File: config.mk
export PLATFORM = sky130hd
export DESIGN_NAME = tsk_ram
export DESIGN_NICKNAME = d
export VERILOG_FILES = /design/src/sv/topological_sort_kahn_assert.svh /design/src/sv/tsk_ram.sv
export SDC_FILE = /design/constraint.sdc
export NUM_CORES = 1
export LEC_CHECK = 0
export BUFFER_PORTS_ARGS = -buffer_cell sky130_fd_sc_hd__clkbuf_2
export CAP_MARGIN = 25
export CORE_ASPECT_RATIO = 1.4
export CORE_MARGIN = 3
export CORE_UTILIZATION = 25
export DETAILED_ROUTE_END_ITERATION = 16
export PLACE_DENSITY = 0.54
export SYNTH_ARGS = -nofsm -noshare
export SYNTH_HDL_FRONTEND = slang
export SYNTH_SLANG_ARGS = --single-unit
File: constraint.sdc
create_clock -name clk -period 0.8 [get_ports clk]
set_input_delay 0 -clock clk [delete_from_list [all_inputs] [get_ports clk]]
set_output_delay 0 -clock clk [all_outputs]
set_load 0.02 [all_outputs]
File: src/sv/topological_sort_kahn_assert.svh
// Assertion macros shared by the sort engine RTL
`ifndef TOPOLOGICAL_SORT_KAHN_ASSERT_SVH
`define TOPOLOGICAL_SORT_KAHN_ASSERT_SVH

// Check that a condition holds on every clock out of reset
`define TSK_CHECK(lbl, cond, msg) \
  lbl: assert property (@(posedge clk) disable iff (rst) (cond)) else $error(msg);

// Check that an antecedent implies a consequent in the same cycle
`define TSK_IMPLY(lbl, ante, cons, msg) \
  lbl: assert property (@(posedge clk) disable iff (rst) (ante) |-> (cons)) else $error(msg);

`endif

File: src/sv/tsk_ram.sv
// ----------------------------------------------------------------------------
// tsk_ram
// Simple dual-port memory: one write port, one registered read port.
// ----------------------------------------------------------------------------
`timescale 1ns / 1ps
`default_nettype none

module tsk_ram #(
  parameter int W     = 8,
  parameter int DEPTH = 2,
  localparam int AW   = (DEPTH > 1) ? $clog2(DEPTH) : 1
) (
  input  wire logic          clk,
  input  wire logic          we,
  input  wire logic [AW-1:0] waddr,
  input  wire logic [W-1:0]  wdata,
  input  wire logic [AW-1:0] raddr,
  output logic      [W-1:0]  rdata
);

  logic [W-1:0] mem [DEPTH];

  // Write, then read with old data on a same-address collision
  always_ff @(posedge clk) begin
    if (we) begin
      mem[waddr] <= wdata;
    end
    rdata <= mem[raddr];
  end

endmodule

`default_nettype wire

==> results of run 1 <==
sequential cells by signal, summed over array words and instances, names as in the netlist:
signal,count
mem,16
rdata,8
repair_timing:
item / CTS / global route
hold buffers: 8 / 0
gates resized for setup: 0 / 0
hold endpoints to repair: 16 / 0
per-stage QoR:
stage          hold WS (ns)  worst slack [ns]  power, mW  cell area (um2)
4_1_cts               0.201            0.0372       2.41             1070
2_1_floorplan        0.0989           0.00656       1.60              785
3_3_place_gp          0.193            0.0774       1.69              942
3_5_place_dp          0.195            0.0605       1.70              942
6_report              0.204            0.0372       2.36             1070
5_1_grt               0.206            0.0123       2.49             1070
metal layers:
metal	up-vias	global-route usage	share of wire	wire length (um)
met4	0	0.0511	0.0091	10
met1	192	0.0597	0.33	362
met2	16	0.123	0.57	632
met5	-	0	0	0
met3	2	0.0267	0.090	99
li1	192	-	-	-
kinds of logic after synthesis:
kind of cell	count (synthesis)
flops	24
simple gates	2
buf+inv	1
mux	8
worst min-delay path, stage by stage:
cell	delay (ns)
clkbuf_2	0.09
nor2b_1	0.04
buf_4	0.16
power groups by stage:
stage / sequential (mW) / clock [mW] / combinational (mW)
finish: 1.44 / 0.671 / 0.252
global route: 1.45 / 0.770 / 0.270
CTS: 1.44 / 0.713 / 0.257
detailed placement: 1.47 / 0 / 0.226
global placement: 1.47 / 0 / 0.220
floorplan: 1.52 / 0 / 0.0854
worst max path at each step:
stage | end | slack (ns) | cells past startpoint
after global routing | rdata[3] | 0.01 | 1
after global placement | rdata[1] | 0.08 | 2
after CTS | rdata[7] | 0.04 | 1
after detailed placement | rdata[5] | 0.06 | 1
final | rdata[7] | 0.04 | 1
after floorplan | mem[0][0] | 0.007 | 1
layout by cell type (no fill, tap or decap):
master         netlist  routed
dfxtp_1              8       8
clkbuf_8             0       3
and2_1               1       1
nor2b_1              1       1
clkbuf_2             0      19
clkinv_1             0       1
dlygate4sd3_1        0       8
edfxtp_1            16      16
mux2_4               8       8
buf_12               0       1
buf_4                0       1
cell type report:
class                   instances  area [um2]  area share
well taps                      37        46.3      0.0434
clock buffers                   3        41.3      0.0387
flip-flops and latches         24         641       0.600
clock inverters                 1        3.75     0.00352
repair buffers                 29         203       0.190
multi-input cells              10         133       0.124
==> results.ini, run 1 <==
[global_route]
grt_pass1_vias=437
antenna_found_initial=0
grt_usage=0.0694
grt_start_max_net_pins=14
overflow=0
grt_pass1_wl_um=1800

[worst_setup_path]
crit_slowest_cell=edfxtp_1
critPathTopFamily=flip-flops
crit_path_end_kind=flip-flop
path_class=flip-flop to flip-flop
reg2reg_depth=1
critPathMaxFanout=1
r2r-end=rdata[7]
slowest_delay_ns=0.38
required_ns=0.94
path_buf_inv=0
timing.rr.start=mem[0][7]
path_cells=mux2_4
ff2ff_setup_slack_ns=0.04
crit_path_start=mem[0][7]
worstPathArrival_ns=0.91
start_kind=flip-flop

[timing]
finClkSkew_ns=0.00380
max_freq_mhz=1310
period_needed_ns=0.763
finalCritPeriodShare=0.953
drv_slew=0
worstMarginPinSlew_ns=0.295
hold_viol=0
tns_ns=0
maxSlewHeadroom=0.803
rsz0062_at_grt=no
finalSetupViolations=0

[yosys]
ys_top_cells_by_count=edfxtp_1, dfxtp_1, mux2_4
synth_edf_count=16
yosysSeqAreaShare=0.817
yosys.area_share.xor_xnor=0
synth_top_area_frac=0.612
syn_area_um2=785
synth_simple_gate_area_share=0.0159
synth_nets=47
post-synth-top-area-cell=edfxtp_1
synth_area_per_cell_um2=22.4
ys_ff_latch=24
synth_fa_ha_area_frac=0
muxShareOfSynthArea=0.153
yosysWarnings=0
syn_inst=35
yosys-top-cells-area=edfxtp_1, dfxtp_1, mux2_4
ys.flop_type=edfxtp_1
synth_most_common_cell=edfxtp_1
async_reset_ff_frac=0
ys_types=6
synth_top_family_by_area=multiplexers
synth_compound_area_frac=0

[floorplan]
num_io_pins=20
fp.dieH_um=72.3
initial_core_util=0.267
die_area_um2=3860
rows=23
die_x_um=53.3
core_region_area_um2=2940

[route]
drc_errors=0
drt_first_pass_iters=4
wire_per_inst_um=10.6
postRouteAntennaNets=0
vias=402
wl_um=1100
initialDrtViolationCount=11
vias_per_cell=3.87

[pwr]
leakagePower_nw=0.438
switchingPower_uw=466
internal-power_mw=1.90
clkPwrFrac=0.284
ir_drop_v=0.000769
p_seq_frac=0.610
swShare=0.197
p_comb_frac=0.106
powerDensity_nw_per_um2=2210

[min_path]
hold_depth=3
hold_end=mem[0][6]
hp-start=waddr
min_path_type=input pin to flip-flop

[clocking]
clockBufferDepth=2
numCtsBuffers=3
htreeDepth=1
clk_latency_ns=0.25
clkTransAtPathRegs_ns=0.08
cts_post_setup_buffers_inserted=0
cts_tree=built
clock_sinks=24
root_buffer=clkbuf_8

[cells_and_area]
n_fill_cell=293
final_core_util=0.364
layout-drive-gt1-share=0.478
area_growth_pct=36.0
fin_nets=80
diodes=0
instances_no_fill=104

[placed_design]
io_buffers=19
dp.cells=92
gp_congestion=0.579

[run_status]
status=completed

[run]
cap_violations=0

Note: power is estimated with default switching activity, not from simulation.
==> inputs of run 2 (changes only) <==
--- a/constraint.sdc
+++ b/constraint.sdc
@@ -3,2 +3,2 @@
 set_output_delay 0 -clock clk [all_outputs]
-set_load 0.02 [all_outputs]
+set_load 0.05 [all_outputs]
==> run 2 against run 1 <==
Largest power group unchanged. Global-route usage grew 0.17 points. Highest routed layer unchanged. Sequential share of layout area shrank 2.6 points. Clock power is essentially flat. Final cell count is the same. Critical path depth is the same. Utilization grew 1.7 points. Via count grew 0.25%.
==> results.ini, run 2 (synthesized netlist as in run 1, its figures left out) <==
[cells_and_area]
final_core_util=0.381  ; +0.0175
regMostFlops=mem
fin_nets=80  ; unchanged
area_growth_pct=42.6
largest_register_ffs=16  ; unchanged
instances_no_fill=104  ; unchanged
diodes=0  ; unchanged
layout-drive-gt1-share=0.493  ; +0.0149
mostFrequentLayoutCells=edfxtp_1, clkbuf_2, mux2_4, dlygate4sd3_1, dfxtp_1
mostFrequentLayoutCell=edfxtp_1
reg.largest.list=mem: 16 flops, rdata: 8 flops

[worst_setup_path]
crit_slowest_cell=dfxtp_1
ff2ff_setup_slack_ns=0.04  ; about the same
slowest_delay_ns=0.32  ; -0.06 ns
r2r-end=rdata[7]
worstPathArrival_ns=0.76  ; -0.15 ns
path_class=flip-flop to output port
reg2reg_depth=1  ; unchanged
critPathTopFamily=flip-flops
path_cells=buf_4
start_kind=flip-flop
timing.rr.start=mem[0][7]
path_buf_inv=1  ; +1
crit_path_end_kind=output port
required_ns=0.80  ; -0.14 ns
critPathMaxFanout=1  ; unchanged

[timing]
finalCritPeriodShare=0.955  ; +0.00134
worstMarginPinSlew_ns=0.295  ; +0.000401 ns
rsz0062_at_grt=no
tns_ns=0  ; unchanged
hold_viol=0  ; unchanged
finClkSkew_ns=0.00359  ; -0.000207 ns
maxSlewHeadroom=0.803  ; about the same
finalSetupViolations=0  ; unchanged
period_needed_ns=0.764  ; +0.00107 ns
drv_slew=0  ; unchanged
max_freq_mhz=1310  ; -0.14%

[floorplan]
die_x_um=53.3  ; unchanged
core_region_area_um2=2940  ; unchanged
num_io_pins=20  ; unchanged
die_area_um2=3860  ; unchanged
rows=23  ; unchanged
fp.dieH_um=72.3  ; unchanged
initial_core_util=0.267  ; unchanged

[route]
drt_first_pass_iters=4  ; unchanged
postRouteAntennaNets=0  ; unchanged
vias=403  ; +0.25%
wl_met1_um=383  ; +5.8%
wire_per_inst_um=10.9  ; +2.3%
met3_length_um=94  ; -5.1%
wl_met2_um=641  ; +1.4%
wl_um=1130  ; +2.3%
drc_errors=0  ; unchanged
initialDrtViolationCount=9  ; -2
vias_per_cell=3.88  ; +0.25%
top_layer=met4

[clocking]
cts_tree=built
htreeDepth=1  ; unchanged
clk_latency_ns=0.25  ; about the same
root_buffer=clkbuf_8
clockBufferDepth=2  ; unchanged
clock_sinks=24  ; unchanged
numCtsBuffers=3  ; unchanged
cts_post_setup_buffers_inserted=0  ; unchanged
clkTransAtPathRegs_ns=0.08  ; about the same

[run_status]
status=completed

[placed_design]
io_buffers=19  ; unchanged
dp.cells=92  ; unchanged
gp_congestion=0.579  ; unchanged

[global_route]
grt_pass1_vias=450  ; +3.0%
grt_start_max_net_pins=14  ; unchanged
grt_pass1_wl_um=1860  ; +3.1%
overflow=0  ; unchanged
antenna_found_initial=0  ; unchanged
grt_usage=0.0711  ; +0.00167

[pwr]
powerDensity_nw_per_um2=2240  ; +1.2%
leakagePower_nw=0.453  ; +3.6%
ir_drop_v=0.000790  ; +2.7%

[min_path]
hold_depth=3  ; unchanged
hold_end=mem[0][6]
min_path_type=input pin to flip-flop
hp-start=waddr

[run]
cap_violations=0  ; unchanged

[run 2: cell types whose count changed in the layout (fill, tap and decap cells not counted), sizes merged]
cell / delta
buf: +8
clkbuf: -8
[run 2: repair_timing]
| item | 4_1_cts | 5_1_grt |
|---|---|---|
| gates resized for setup | 11 | 11 |
| endpoints found under the hold margin | 16 | 0 |
| endpoints found under the setup margin | 8 | 8 |
| hold buffers | 8 | 0 |
| gates cloned | 0 | 0 |
[run 2: layout make-up]
class | count | area [um2]
fill | 289 | 1820
clock buffer | 3 | 41.3
clock inverter | 1 | 3.75
sequential | 24 | 642
tap | 37 | 46.3
multi-input combinational | 10 | 133
timing repair buffer | 29 | 253
[run 2: how the worst max path moves through the flow]
stage	from	slack, ns	cells after the start	end
finish	rdata[2]	0.04	1	rdata[2]
global placement	raddr	0.08	2	rdata[1]
floorplan	we	0.007	1	mem[0][0]
CTS	rdata[2]	0.0004	1	rdata[2]
detailed placement	mem[0][5]	0.06	1	rdata[5]
global route	rdata[3]	0.0005	1	rdata[3]
[run 2: per-stage QoR]
stage / power [mW] / hold slack (ns) / area [um2] / worst slack (ns)
finish: 2.51 / 0.205 / 1120 / 0.0362
CTS: 2.53 / 0.201 / 1110 / 0.000419
detailed placement: 1.78 / 0.195 / 942 / 0.0605
global route: 2.64 / 0.206 / 1120 / 0.000490
floorplan: 1.69 / 0.0989 / 785 / 0.00656
global placement: 1.77 / 0.193 / 942 / 0.0774
[run 2: per-layer routing]
metal | global-route usage | vias to the layer above
met3 | 0.0267 | 2
met4 | 0.0511 | 0
met1 | 0.0650 | 193
met2 | 0.123 | 16
li1 | - | 192
met5 | 0 | -
[run 2: where the power goes]
group | internal [mW] | switching (mW)
Sequential | 1.42 | 0.0309
Combinational | 0.184 | 0.200
Clock | 0.341 | 0.329
Total | 1.95 | 0.559
==> inputs of run 3 (changes only) <==
PLACE_DENSITY = 0.44   (was 0.54)
==> run 3 against run 2 <==
Combinational power decreased by 5.7%. Via count decreased by 6.2%. Worst setup slack improved by 0.0053 ns. Flip-flop and latch count unchanged. Non-clock buffer count unchanged. Global-route usage decreased by 0.65 points. Maximum frequency increased by 0.71%. Critical endpoint is now rdata[4]. Highest routed layer unchanged.
==> results.ini, run 3 (synthesized netlist as in run 1, its figures left out) <==
[pwr]
leakagePower_nw=0.443  ; -2.3%
ir_drop_v=0.000918  ; +16%
powerDensity_nw_per_um2=2280  ; +1.8%

[worst_setup_path]
critPathTopFamily=flip-flops
start_kind=flip-flop
path_cells=buf_8
required_ns=0.80  ; about the same
path_buf_inv=1  ; unchanged
crit_path_end_kind=output port
critPathMaxFanout=1  ; unchanged
path_class=flip-flop to output port
crit_slowest_cell=dfxtp_1
worstPathArrival_ns=0.76  ; about the same
slowest_delay_ns=0.35  ; +0.03 ns

[cells_and_area]
area_growth_pct=38.6
reg.largest.list=mem: 16 flops, rdata: 8 flops
layout-drive-gt1-share=0.500  ; +0.00746
fin_nets=80  ; unchanged
n_fill_cell=292  ; +1.0%
mostFrequentLayoutCells=edfxtp_1, clkbuf_2, mux2_4, dlygate4sd3_1, buf_4
mostFrequentLayoutCell=edfxtp_1
diodes=0  ; unchanged
regMostFlops=mem
largest_register_ffs=16  ; unchanged

[floorplan]
fp.dieH_um=72.3  ; unchanged
die_area_um2=3860  ; unchanged
die_x_um=53.3  ; unchanged
rows=23  ; unchanged
initial_core_util=0.267  ; unchanged
num_io_pins=20  ; unchanged
core_region_area_um2=2940  ; unchanged

[global_route]
grt_pass1_vias=362  ; -20%
grt_start_max_net_pins=13  ; -1
overflow=0  ; unchanged
antenna_found_initial=0  ; unchanged
grt_pass1_wl_um=1700  ; -8.6%
grt_usage=0.0646  ; -0.00650
use_met3=0.0246  ; -0.00205
grtUsageMet2=0.0982  ; -0.0246
grt-busiest-layer=met2
grt_util_met1=0.0736  ; +0.00864

[route]
drt_first_pass_iters=2  ; -2
vias=378  ; -6.2%
drc_errors=0  ; unchanged
wire_per_inst_um=10.4  ; -3.8%
initialDrtViolationCount=12  ; +3
postRouteAntennaNets=0  ; unchanged
vias_per_cell=3.67  ; -5.3%
wl_um=1080  ; -4.7%

[run_status]
status=completed

[timing]
setup_ws_ns=0.0415  ; +0.00535 ns
maxSlewHeadroom=0.799  ; -0.00363
finalSetupViolations=0  ; unchanged
worstMarginPinSlew_ns=0.301  ; +0.00545 ns
hold_viol=0  ; unchanged
period_needed_ns=0.758  ; -0.00535 ns
finClkSkew_ns=0.000877  ; -0.00272 ns
finalCritPeriodShare=0.948  ; -0.00669
tns_ns=0  ; unchanged
max_freq_mhz=1320  ; +0.71%
drv_slew=0  ; unchanged
rsz0062_at_grt=no

[clocking]
root_buffer=clkbuf_8
clock_sinks=24  ; unchanged
htreeDepth=1  ; unchanged
cts_post_setup_buffers_inserted=0  ; unchanged
clockBufferDepth=2  ; unchanged
clk_latency_ns=0.25  ; about the same
numCtsBuffers=3  ; unchanged
cts_tree=built
clkTransAtPathRegs_ns=0.08  ; about the same

[min_path]
min_path_type=input pin to flip-flop

[placed_design]
post-place-ws_ns=0.0615  ; +0.00106 ns
io_buffers=19  ; unchanged
gp_congestion=0.597  ; +3.1%

[run]
cap_violations=0  ; unchanged

==> run 3: changes by cell type in the layout (fill, tap and decap cells not counted) <==
cell      before  now
clkinv_1       1    0
buf_4          4    8
buf_6          2    0
buf_12         1    0
buf_8          3    2
==> run 3: worst paths after layout <==
kind / start / endpoint / slack, ns / cells past startpoint
hold reg to reg: mem[0][5] / rdata[5] / 0.47 / 1
hold / removal: waddr / mem[0][6] / 0.20 / 3
setup reg to reg: mem[0][7] / rdata[7] / 0.06 / 1
setup / recovery: rdata[4] / rdata[4] / 0.04 / 1
==> run 3: timing repair <==
item,CTS,global route
pin swaps,0,0
endpoints found under the setup margin,8,8
endpoints found under the hold margin,16,0
hold buffers,8,0
gates cloned,0,0
resized for setup,10,9
==> run 3: stage by stage <==
stage               power [mW]  cells  instance area [um2]   util  hold WS [ns]
detailed placement        1.77     92                  930  0.317         0.193
global route              2.60    103                 1090  0.370         0.208
CTS                       2.50    103                 1080  0.369         0.199
global placement          1.77     92                  930  0.317         0.189
finish                    2.48    103                 1090  0.370         0.200
floorplan                 1.69     35                  785      -        0.0989
==> run 3: power by group <==
part	leakage (nW)	switching [mW]	internal [mW]
Combinational	0.204	0.196	0.166
Clock	0.0216	0.337	0.335
Sequential	0.218	0.0257	1.42
Total	0.443	0.559	1.92
==> run 3: layout make-up <==
type / instances / area (um2) / area share
Sequential cell: 24 / 642 / 0.590
Timing Repair Buffer: 29 / 225 / 0.207
Multi-Input combinational cell: 10 / 133 / 0.122
Tap cell: 37 / 46.3 / 0.0426
Clock buffer: 3 / 41.3 / 0.0380
==> run 3: metal layers <==
metal  vias to the layer above  share of wire
met5                         -              0
met1                       175           0.39
met4                         0          0.011
li1                        190              -
met3                         2          0.063
met2                        11           0.53
